### config.mk
export PLATFORM = sky130hd
export DESIGN_NAME = text_command_line_parser_core
export DESIGN_NICKNAME = d
export VERILOG_FILES = /design/src/hw/rtl/tclp_pkg.sv /design/src/hw/rtl/text_command_line_parser_core.sv
export SDC_FILE = /design/constraint.sdc
export NUM_CORES = 1
export LEC_CHECK = 0
export ABC_AREA = 1
export CORE_ASPECT_RATIO = 0.5
export CORE_MARGIN = 2
export CORE_UTILIZATION = 40
export DETAILED_ROUTE_END_ITERATION = 12
export DONT_BUFFER_PORTS = 1
export GPL_TIMING_DRIVEN = 0
export SLEW_MARGIN = 10
export SYNTH_ARGS = -nofsm -noshare
export SYNTH_HDL_FRONTEND = slang
export SYNTH_SLANG_ARGS = --single-unit
export TNS_END_PERCENT = 20
### constraint.sdc
create_clock -name clk -period 9.43 [get_ports clk]
set_input_delay 1.4145 -clock clk [delete_from_list [all_inputs] [get_ports clk]]
set_output_delay 1.4145 -clock clk [all_outputs]
set_load 0.1 [all_outputs]
### src/hw/rtl/tclp_pkg.sv
package tclp_pkg;

    typedef enum logic [4:0] {
        PH_START,
        PH_S,
        PH_SE,
        PH_SY,
        PH_SYN,
        PH_SYNC_OK,
        PH_FAIL,
        PH_SET_OK,
        PH_N0_SKIP,
        PH_N0_SIGN,
        PH_N0_DIG,
        PH_N1_SKIP,
        PH_N1_SIGN,
        PH_N1_DIG,
        PH_N2_SKIP,
        PH_N2_SIGN,
        PH_N2_DIG
    } phase_t;

    typedef enum logic [1:0] {
        SUB_SKIP = 2'd0,
        SUB_SIGN = 2'd1,
        SUB_DIG  = 2'd2
    } sub_t;

    typedef enum logic [1:0] {
        CMD_NO_OP   = 2'd0,
        CMD_SET     = 2'd1,
        CMD_RESYNC  = 2'd2
    } cmd_t;

    localparam logic [7:0] CHAR_NUL   = 8'd0;
    localparam logic [7:0] CHAR_TAB   = 8'd9;
    localparam logic [7:0] CHAR_LF    = 8'd10;
    localparam logic [7:0] CHAR_VT    = 8'd11;
    localparam logic [7:0] CHAR_FF    = 8'd12;
    localparam logic [7:0] CHAR_CR    = 8'd13;
    localparam logic [7:0] CHAR_SPACE = 8'd32;
    localparam logic [7:0] CHAR_PLUS  = 8'd43;
    localparam logic [7:0] CHAR_MINUS = 8'd45;
    localparam logic [7:0] CHAR_ZERO  = 8'd48;
    localparam logic [7:0] CHAR_NINE  = 8'd57;
    localparam logic [7:0] CHAR_C     = 8'd67;
    localparam logic [7:0] CHAR_E     = 8'd69;
    localparam logic [7:0] CHAR_N     = 8'd78;
    localparam logic [7:0] CHAR_S     = 8'd83;
    localparam logic [7:0] CHAR_T     = 8'd84;
    localparam logic [7:0] CHAR_Y     = 8'd89;

    localparam int unsigned NUM_COUNT = 3;

    function automatic logic is_blank(input logic [7:0] c);
        return (c == CHAR_TAB) || (c == CHAR_VT) || (c == CHAR_FF) || (c == CHAR_SPACE);
    endfunction

    function automatic logic is_digit(input logic [7:0] c);
        return (c >= CHAR_ZERO) && (c <= CHAR_NINE);
    endfunction

    // acc * 10 +/- digit, modulo 256
    function automatic logic [7:0] digit_step(input logic [7:0] acc, input logic [7:0] c,
                                              input logic neg);
        logic [7:0] d;
        logic [7:0] v;
        d = c - CHAR_ZERO;
        v = (acc << 3) + (acc << 1);
        return neg ? (v - d) : (v + d);
    endfunction

    function automatic phase_t num_phase(input logic [1:0] k, input sub_t sub);
        phase_t p;
        unique case ({k, sub})
            {2'd0, SUB_SKIP}: p = PH_N0_SKIP;
            {2'd0, SUB_SIGN}: p = PH_N0_SIGN;
            {2'd0, SUB_DIG}:  p = PH_N0_DIG;
            {2'd1, SUB_SKIP}: p = PH_N1_SKIP;
            {2'd1, SUB_SIGN}: p = PH_N1_SIGN;
            {2'd1, SUB_DIG}:  p = PH_N1_DIG;
            {2'd2, SUB_SKIP}: p = PH_N2_SKIP;
            {2'd2, SUB_SIGN}: p = PH_N2_SIGN;
            {2'd2, SUB_DIG}:  p = PH_N2_DIG;
            default:          p = PH_FAIL;
        endcase
        return p;
    endfunction

endpackage

### src/hw/rtl/text_command_line_parser_core.sv
// A newline passes the input register and then the result register (m_tvalid).
// Throughput: one byte per cycle; the input register and the result register
// let a byte be taken while a result waits, and only a newline that finds the
// result register full and stalled holds the input side.
// Reset (rst_n low, asynchronous): no request pending, parser at start of line,
// line empty.
module text_command_line_parser_core
    import tclp_pkg::*;
#(
    parameter int LINE_MAX = 48
)
(
    input  logic        clk,
    input  logic        rst_n,
    input  logic        s_tvalid,
    output logic        s_tready,
    input  logic [7:0]  s_tdata,   // [7:0] rx_byte
    output logic        m_tvalid,
    input  logic        m_tready,
    output logic [31:0] m_tdata    // [1:0] command, [9:2] hour, [17:10] minute,
                                   // [25:18] second, [31:26] zero
);

    localparam int LEN_W = $clog2(LINE_MAX);
    localparam logic [LEN_W-1:0] LEN_LAST = LEN_W'(LINE_MAX - 1);

    logic             in_valid_reg;
    logic [7:0]       in_byte_reg;
    logic             out_valid_reg;
    logic             out_valid_next;
    cmd_t             out_cmd_reg;
    logic [7:0]       out_hour_reg;
    logic [7:0]       out_minute_reg;
    logic [7:0]       out_second_reg;

    phase_t           phase_reg;
    phase_t           phase_next;
    logic [LEN_W-1:0] len_reg;
    logic [LEN_W-1:0] len_next;
    logic             neg_reg;
    logic             neg_next;
    logic [7:0]       acc_reg  [NUM_COUNT];
    logic [7:0]       acc_next [NUM_COUNT];

    logic             is_lf;
    logic             advance;
    logic             emit;
    cmd_t             cmd;

    logic [1:0]       k_cur;
    sub_t             sub_cur;
    logic [1:0]       k_eff;
    sub_t             sub_eff;
    logic             in_num;
    logic [7:0]       c;

    assign c       = in_byte_reg;
    assign is_lf   = (c == CHAR_LF);
    assign advance = in_valid_reg && !(is_lf && out_valid_reg && !m_tready);
    assign emit    = advance && is_lf;
    assign s_tready = !in_valid_reg || advance;

    assign m_tvalid = out_valid_reg;
    assign m_tdata  = {6'd0, out_second_reg, out_minute_reg, out_hour_reg, out_cmd_reg};

    always_comb
    begin
        if (phase_reg == PH_SYNC_OK)
            cmd = CMD_RESYNC;
        else if (phase_reg == PH_SET_OK || phase_reg == PH_N2_DIG)
            cmd = CMD_SET;
        else
            cmd = CMD_NO_OP;
    end

    // decode number index and sub-phase
    always_comb
    begin
        in_num  = 1'b1;
        k_cur   = 2'd0;
        sub_cur = SUB_SKIP;
        unique case (phase_reg)
            PH_N0_SKIP: begin k_cur = 2'd0; sub_cur = SUB_SKIP; end
            PH_N0_SIGN: begin k_cur = 2'd0; sub_cur = SUB_SIGN; end
            PH_N0_DIG:  begin k_cur = 2'd0; sub_cur = SUB_DIG;  end
            PH_N1_SKIP: begin k_cur = 2'd1; sub_cur = SUB_SKIP; end
            PH_N1_SIGN: begin k_cur = 2'd1; sub_cur = SUB_SIGN; end
            PH_N1_DIG:  begin k_cur = 2'd1; sub_cur = SUB_DIG;  end
            PH_N2_SKIP: begin k_cur = 2'd2; sub_cur = SUB_SKIP; end
            PH_N2_SIGN: begin k_cur = 2'd2; sub_cur = SUB_SIGN; end
            PH_N2_DIG:  begin k_cur = 2'd2; sub_cur = SUB_DIG;  end
            default:    in_num = 1'b0;
        endcase
    end

    // a non-digit after the first or second number is taken again by the next one
    always_comb
    begin
        k_eff   = k_cur;
        sub_eff = sub_cur;
        if (sub_cur == SUB_DIG && !is_digit(c) && k_cur != 2'd2)
        begin
            k_eff   = k_cur + 2'd1;
            sub_eff = SUB_SKIP;
        end
    end

    always_comb
    begin
        phase_next = phase_reg;
        len_next   = len_reg;
        neg_next   = neg_reg;
        for (int i = 0; i < NUM_COUNT; i++)
        begin
            acc_next[i] = acc_reg[i];
        end

        if (!advance || c == CHAR_CR)
        begin
            // hold
        end
        else if (is_lf || len_reg >= LEN_LAST)
        begin
            phase_next = PH_START;
            len_next   = '0;
            neg_next   = 1'b0;
            for (int i = 0; i < NUM_COUNT; i++)
            begin
                acc_next[i] = 8'd0;
            end
        end
        else
        begin
            len_next = len_reg + LEN_W'(1);
            if (c == CHAR_NUL)
            begin
                if (phase_reg == PH_N2_DIG)
                    phase_next = PH_SET_OK;
                else if (phase_reg != PH_SYNC_OK && phase_reg != PH_SET_OK)
                    phase_next = PH_FAIL;
            end
            else if (!in_num)
            begin
                unique case (phase_reg)
                    PH_START: phase_next = (c == CHAR_S) ? PH_S : PH_FAIL;
                    PH_S:     phase_next = (c == CHAR_E) ? PH_SE :
                                           (c == CHAR_Y) ? PH_SY : PH_FAIL;
                    PH_SE:    phase_next = (c == CHAR_T) ? PH_N0_SKIP : PH_FAIL;
                    PH_SY:    phase_next = (c == CHAR_N) ? PH_SYN : PH_FAIL;
                    PH_SYN:   phase_next = (c == CHAR_C) ? PH_SYNC_OK : PH_FAIL;
                    default:  phase_next = phase_reg;
                endcase
            end
            else if (sub_cur == SUB_DIG && !is_digit(c) && k_cur == 2'd2)
            begin
                phase_next = PH_SET_OK;
            end
            else
            begin
                unique case (sub_eff)
                    SUB_SKIP:
                    begin
                        if (is_blank(c))
                            phase_next = num_phase(k_eff, SUB_SKIP);
                        else if (c == CHAR_PLUS || c == CHAR_MINUS)
                        begin
                            neg_next        = (c == CHAR_MINUS);
                            acc_next[k_eff] = 8'd0;
                            phase_next      = num_phase(k_eff, SUB_SIGN);
                        end
                        else if (is_digit(c))
                        begin
                            neg_next        = 1'b0;
                            acc_next[k_eff] = digit_step(8'd0, c, 1'b0);
                            phase_next      = num_phase(k_eff, SUB_DIG);
                        end
                        else
                            phase_next = PH_FAIL;
                    end
                    SUB_SIGN:
                    begin
                        if (is_digit(c))
                        begin
                            acc_next[k_eff] = digit_step(acc_reg[k_eff], c, neg_reg);
                            phase_next      = num_phase(k_eff, SUB_DIG);
                        end
                        else
                            phase_next = PH_FAIL;
                    end
                    SUB_DIG:
                    begin
                        acc_next[k_eff] = digit_step(acc_reg[k_eff], c, neg_reg);
                    end
                    default: phase_next = PH_FAIL;
                endcase
            end
        end
    end

    always_comb
    begin
        if (emit)
            out_valid_next = 1'b1;
        else if (m_tready)
            out_valid_next = 1'b0;
        else
            out_valid_next = out_valid_reg;
    end

    always_ff @(posedge clk or negedge rst_n)
    begin
        if (!rst_n)
        begin
            in_valid_reg  <= 1'b0;
            out_valid_reg <= 1'b0;
            phase_reg     <= PH_START;
            len_reg       <= '0;
            neg_reg       <= 1'b0;
            for (int i = 0; i < NUM_COUNT; i++)
            begin
                acc_reg[i] <= 8'd0;
            end
        end
        else
        begin
            if (s_tready)
                in_valid_reg <= s_tvalid;
            out_valid_reg <= out_valid_next;
            phase_reg     <= phase_next;
            len_reg       <= len_next;
            neg_reg       <= neg_next;
            for (int i = 0; i < NUM_COUNT; i++)
            begin
                acc_reg[i] <= acc_next[i];
            end
        end
    end

    always_ff @(posedge clk)
    begin
        if (s_tready && s_tvalid)
            in_byte_reg <= s_tdata;
        if (emit)
        begin
            out_cmd_reg    <= cmd;
            out_hour_reg   <= (cmd == CMD_SET) ? acc_reg[0] : 8'd0;
            out_minute_reg <= (cmd == CMD_SET) ? acc_reg[1] : 8'd0;
            out_second_reg <= (cmd == CMD_SET) ? acc_reg[2] : 8'd0;
        end
    end

    a_len_bound: assert property (@(posedge clk) disable iff (!rst_n)
        len_reg <= LEN_LAST)
        else $error("line length beyond limit");

    a_result_from_lf: assert property (@(posedge clk) disable iff (!rst_n)
        $rose(m_tvalid) |-> $past(in_valid_reg && in_byte_reg == CHAR_LF))
        else $error("result without newline");

    a_lf_clears_line: assert property (@(posedge clk) disable iff (!rst_n)
        emit |=> (phase_reg == PH_START && len_reg == '0))
        else $error("line not cleared after newline");

    a_cmd_valid: assert property (@(posedge clk) disable iff (!rst_n)
        m_tvalid |-> (out_cmd_reg == CMD_NO_OP || out_cmd_reg == CMD_SET
                      || out_cmd_reg == CMD_RESYNC))
        else $error("bad command code");

    a_fields_zero: assert property (@(posedge clk) disable iff (!rst_n)
        (m_tvalid && out_cmd_reg != CMD_SET) |->
            (out_hour_reg == 8'd0 && out_minute_reg == 8'd0 && out_second_reg == 8'd0))
        else $error("time fields set without set command");

endmodule
==> flow_summary_export.csv <==
group,metric,value,unit
status,status,"finished clean",
synthesis,yosysWarnings,0,
drt,firstDrtPassIters,5,
floorplanning,die_h,85.5,um
run,drv_cap,0,
timing,finalSetupViolCount,0,
cells_and_area,layout-drive-gt1-share,12.9,%
timing,fmax,184,MHz
critical_path,path_class,"reg2reg",
timing,worst_pin_slew,1120,ps
floorplanning,initial_utilization,41.5,%
grt,grt_pass1_vias,4417,
critical_path,cp-end-kind,"flop",
synthesis,ys_types,52,
critical_path,cp.required,9660,ps
drt,wire_per_inst,16.6,um
cells_and_area,diodes,0,
clock_network,clkSinkCount,72,
timing,finalCritPeriodShare,57.7,%
grt,grt_pass1_wl,23.1,mm
drt,routed_wl,14.4,mm
grt,grt.overflow.total,0,
cells_and_area,final_area,0.00589,mm^2
grt,grt_usage,20.7,%
synthesis,synth_seq_cells,72,
drt,drc,0,
clock_network,cts_tree,"built",
synthesis,synth_mux_area_share,0,%
timing,hold_violations,0,
synthesis,synth-xor-area-share,1.65,%
timing,fin_crit,5440,ps
synthesis,yosys_most_used_dff,"dfrtp_1",
drt,ant_nets,0,
grt,grt_max_degree,39,
synthesis,synth-edff-count,34,
synthesis,synth_top_family_by_area,"simple AND/OR/NAND/NOR gates",
cells_and_area,largest_reg_flops,24,
clock_network,worst_skew_pair.late_latency,340,ps
critical_path,crit_start,"phase_reg[4]",
cells_and_area,multi_input_area,0.00284,mm^2
clock_network,cts-htree-levels,3,
drt,viasPerCell,5.53,
cells_and_area,final_nets,734,
clock_network,cts_buffer_depth,2,
floorplanning,die_width,167,um
timing,tns,0,ps
clock_network,clk_pin_slew_worst_paths,60,ps
placed_design,placed_area,0.00554,mm^2
cells_and_area,syn2layout_area_growth,10.9,%
clock_network,holdBufCountCts,0,
pwr,ir_worst_vdd,174,uV
clock_network,ctsResizeCount,0,
synthesis,synth_area,0.00531,mm^2
placed_design,post-dp-hpwl,10.9,mm
floorplanning,die_area,0.0143,mm^2
grt,antenna_found_initial,0,
placed_design,gp_congestion,0.938,
cells_and_area,fillCellCount,1283,
clock_network,cts-root-buf,"clkbuf_16",
synthesis,synth_simple_gate_area_share,26.7,%
critical_path,cp_slowest_cell,"o32ai_1",
min_path,worstHoldStart,"acc_reg[7]",
critical_path,regToRegStartpoint,"phase_reg[4]",
critical_path,cpMostUsedCell,"nand2_1",
timing,finalMaxSlewViolations,0,
clock_network,cts_buffers,9,
floorplanning,rows,29,
synthesis,synth_compound_area_share,16.6,%
cells_and_area,ff_latch_area,0.00197,mm^2
clock_network,post_cts_buffers,0,
critical_path,critPathLaunchType,"flop",
synthesis,yosysSeqAreaShare,37.1,%
critical_path,cp_top_family,"simple AND/OR/NAND/NOR gates",
placed_design,dp_cells,849,
drt,first_iter_violations,444,
synthesis,synthArstFlopShare,52.8,%
placed_design,numPortBuffers,0,
pwr,finalPower,1820,uW
timing,rsz0062_at_grt,"false",
pwr,p_leak,0.00269,uW
timing,relSlewSlack,25.5,%
timing,fin_skew,5.70,ps
cells_and_area,final_common_cell,"nand2_1",
critical_path,critPathBufInv,5,
min_path,hold_class,"reg2reg",
pwr,pwr_density_cell,308,mW/mm^2
critical_path,cpPeakStageDelay,790,ps
synthesis,avgSynthCellArea,7.88,um^2
critical_path,critPathMaxFanout,12,
drt,via_count,4785,
cells_and_area,fin_cells,865,
synthesis,synth_cells,674,
critical_path,arrival,5680,ps
floorplanning,core-area,0.0128,mm^2
synthesis,synthAdderAreaFrac,7.96,%
floorplanning,ios,46,
cells_and_area,layout.cells.most_common_list,"nand2_1 (125), inv_1 (89), nor2_1 (65), o21ai_0 (51), nand3_1 (40)",
==> cells by family (layout without fill, tap and decap cells) <==
logic type,after synthesis,count (layout)
simple gates,292,292
compound gates,141,141
buf+inv,126,142
flops,72,72
fa+ha+maj,32,32
xor+xnor,10,10
other cells,1,6
==> cells in the mapped netlist, types with 2 or more instances <==
| cell type | count | share of area, % |
|---|---|---|
| dfrtp_1 | 38 | 18 |
| a221oi_1 | 2 | 0.33 |
| o41ai_1 | 2 | 0.33 |
| nand2_2 | 12 | 1.4 |
| nor4_1 | 3 | 0.35 |
| inv_1 | 89 | 6.3 |
| fa_1 | 3 | 1.1 |
| o211ai_1 | 3 | 0.42 |
| a32oi_1 | 2 | 0.33 |
| inv_4 | 4 | 0.47 |
| o21ai_1 | 4 | 0.38 |
| nand4_1 | 6 | 0.71 |
| nand3_2 | 5 | 0.94 |
| nor3b_1 | 3 | 0.42 |
| nand4_2 | 2 | 0.47 |
| o21ai_0 | 51 | 4.8 |
| inv_2 | 16 | 1.1 |
| nand3_1 | 40 | 3.8 |
| nor2_2 | 6 | 0.71 |
| o32ai_1 | 3 | 0.49 |
| a31oi_1 | 4 | 0.47 |
| nor3_1 | 9 | 0.85 |
| o221ai_1 | 13 | 2.1 |
| buf_4 | 6 | 0.85 |
| nand3_4 | 4 | 1.3 |
| nand2_1 | 125 | 8.8 |
| o21ai_2 | 2 | 0.33 |
| xor2_1 | 9 | 1.5 |
| nand2_4 | 4 | 0.85 |
| ha_1 | 29 | 6.8 |
| clkbuf_1 | 6 | 0.42 |
| or2_2 | 2 | 0.24 |
| buf_2 | 2 | 0.19 |
| nor2_1 | 65 | 4.6 |
| o31ai_1 | 2 | 0.28 |
| nor2_4 | 3 | 0.64 |
| edfxtp_1 | 34 | 19 |
| buf_6 | 2 | 0.42 |
| o22ai_1 | 31 | 3.7 |
| a21oi_1 | 15 | 1.4 |
| a31oi_2 | 2 | 0.47 |
==> report_power, final <==
part	internal [uW]	switching (uW)
combinational	328	636
clock	260	139
sequential	401	49.1
==> through the flow <==
stage	hold slack (ps)	setup WS [ps]	util, %
after floorplan	449	4940	-
after global placement	467	4040	43.3
after detailed placement	480	4020	43.3
after CTS	495	3990	46.0
after global routing	516	3550	46.0
final	491	3990	46.0
==> final timing paths <==
path / endpoint / slack (ps) / depth (start not counted)
worst max register to register: acc_reg[7] / 3990 / 31
worst max-delay path: acc_reg[7] / 3990 / 31
max in group asynchronous: phase_reg[2] / 8580 / 0
worst min register to register: acc_reg[7] / 490 / 2
worst min-delay path: acc_reg[7] / 490 / 2
min in group asynchronous: acc_reg[19] / 760 / 0
==> worst min-delay path: cells and delay by family, from the launching register on <==
kind / cells / cell delay (ps)
flops: 1 / 350
simple gates: 2 / 110
==> metal layers <==
layer	GRT usage [%]	up-vias	wire, um
met5	0	-	0
met3	5.22	20	1280
met1	30.0	2210	7020
met4	5.96	0	220
met2	30.5	239	5860
li1	-	2316	-
==> final cells by class <==
cell class | instances | area share (%)
Clock buffer | 10 | 3.89
Clock inverter | 6 | 1.98
Buffer | 16 | 1.70
Multi-Input combinational cell | 481 | 48.2
Inverter | 110 | 7.18
Tap cell | 170 | 3.61
Sequential cell | 72 | 33.5
No activity file was read; power rests on OpenSTA's default activity.
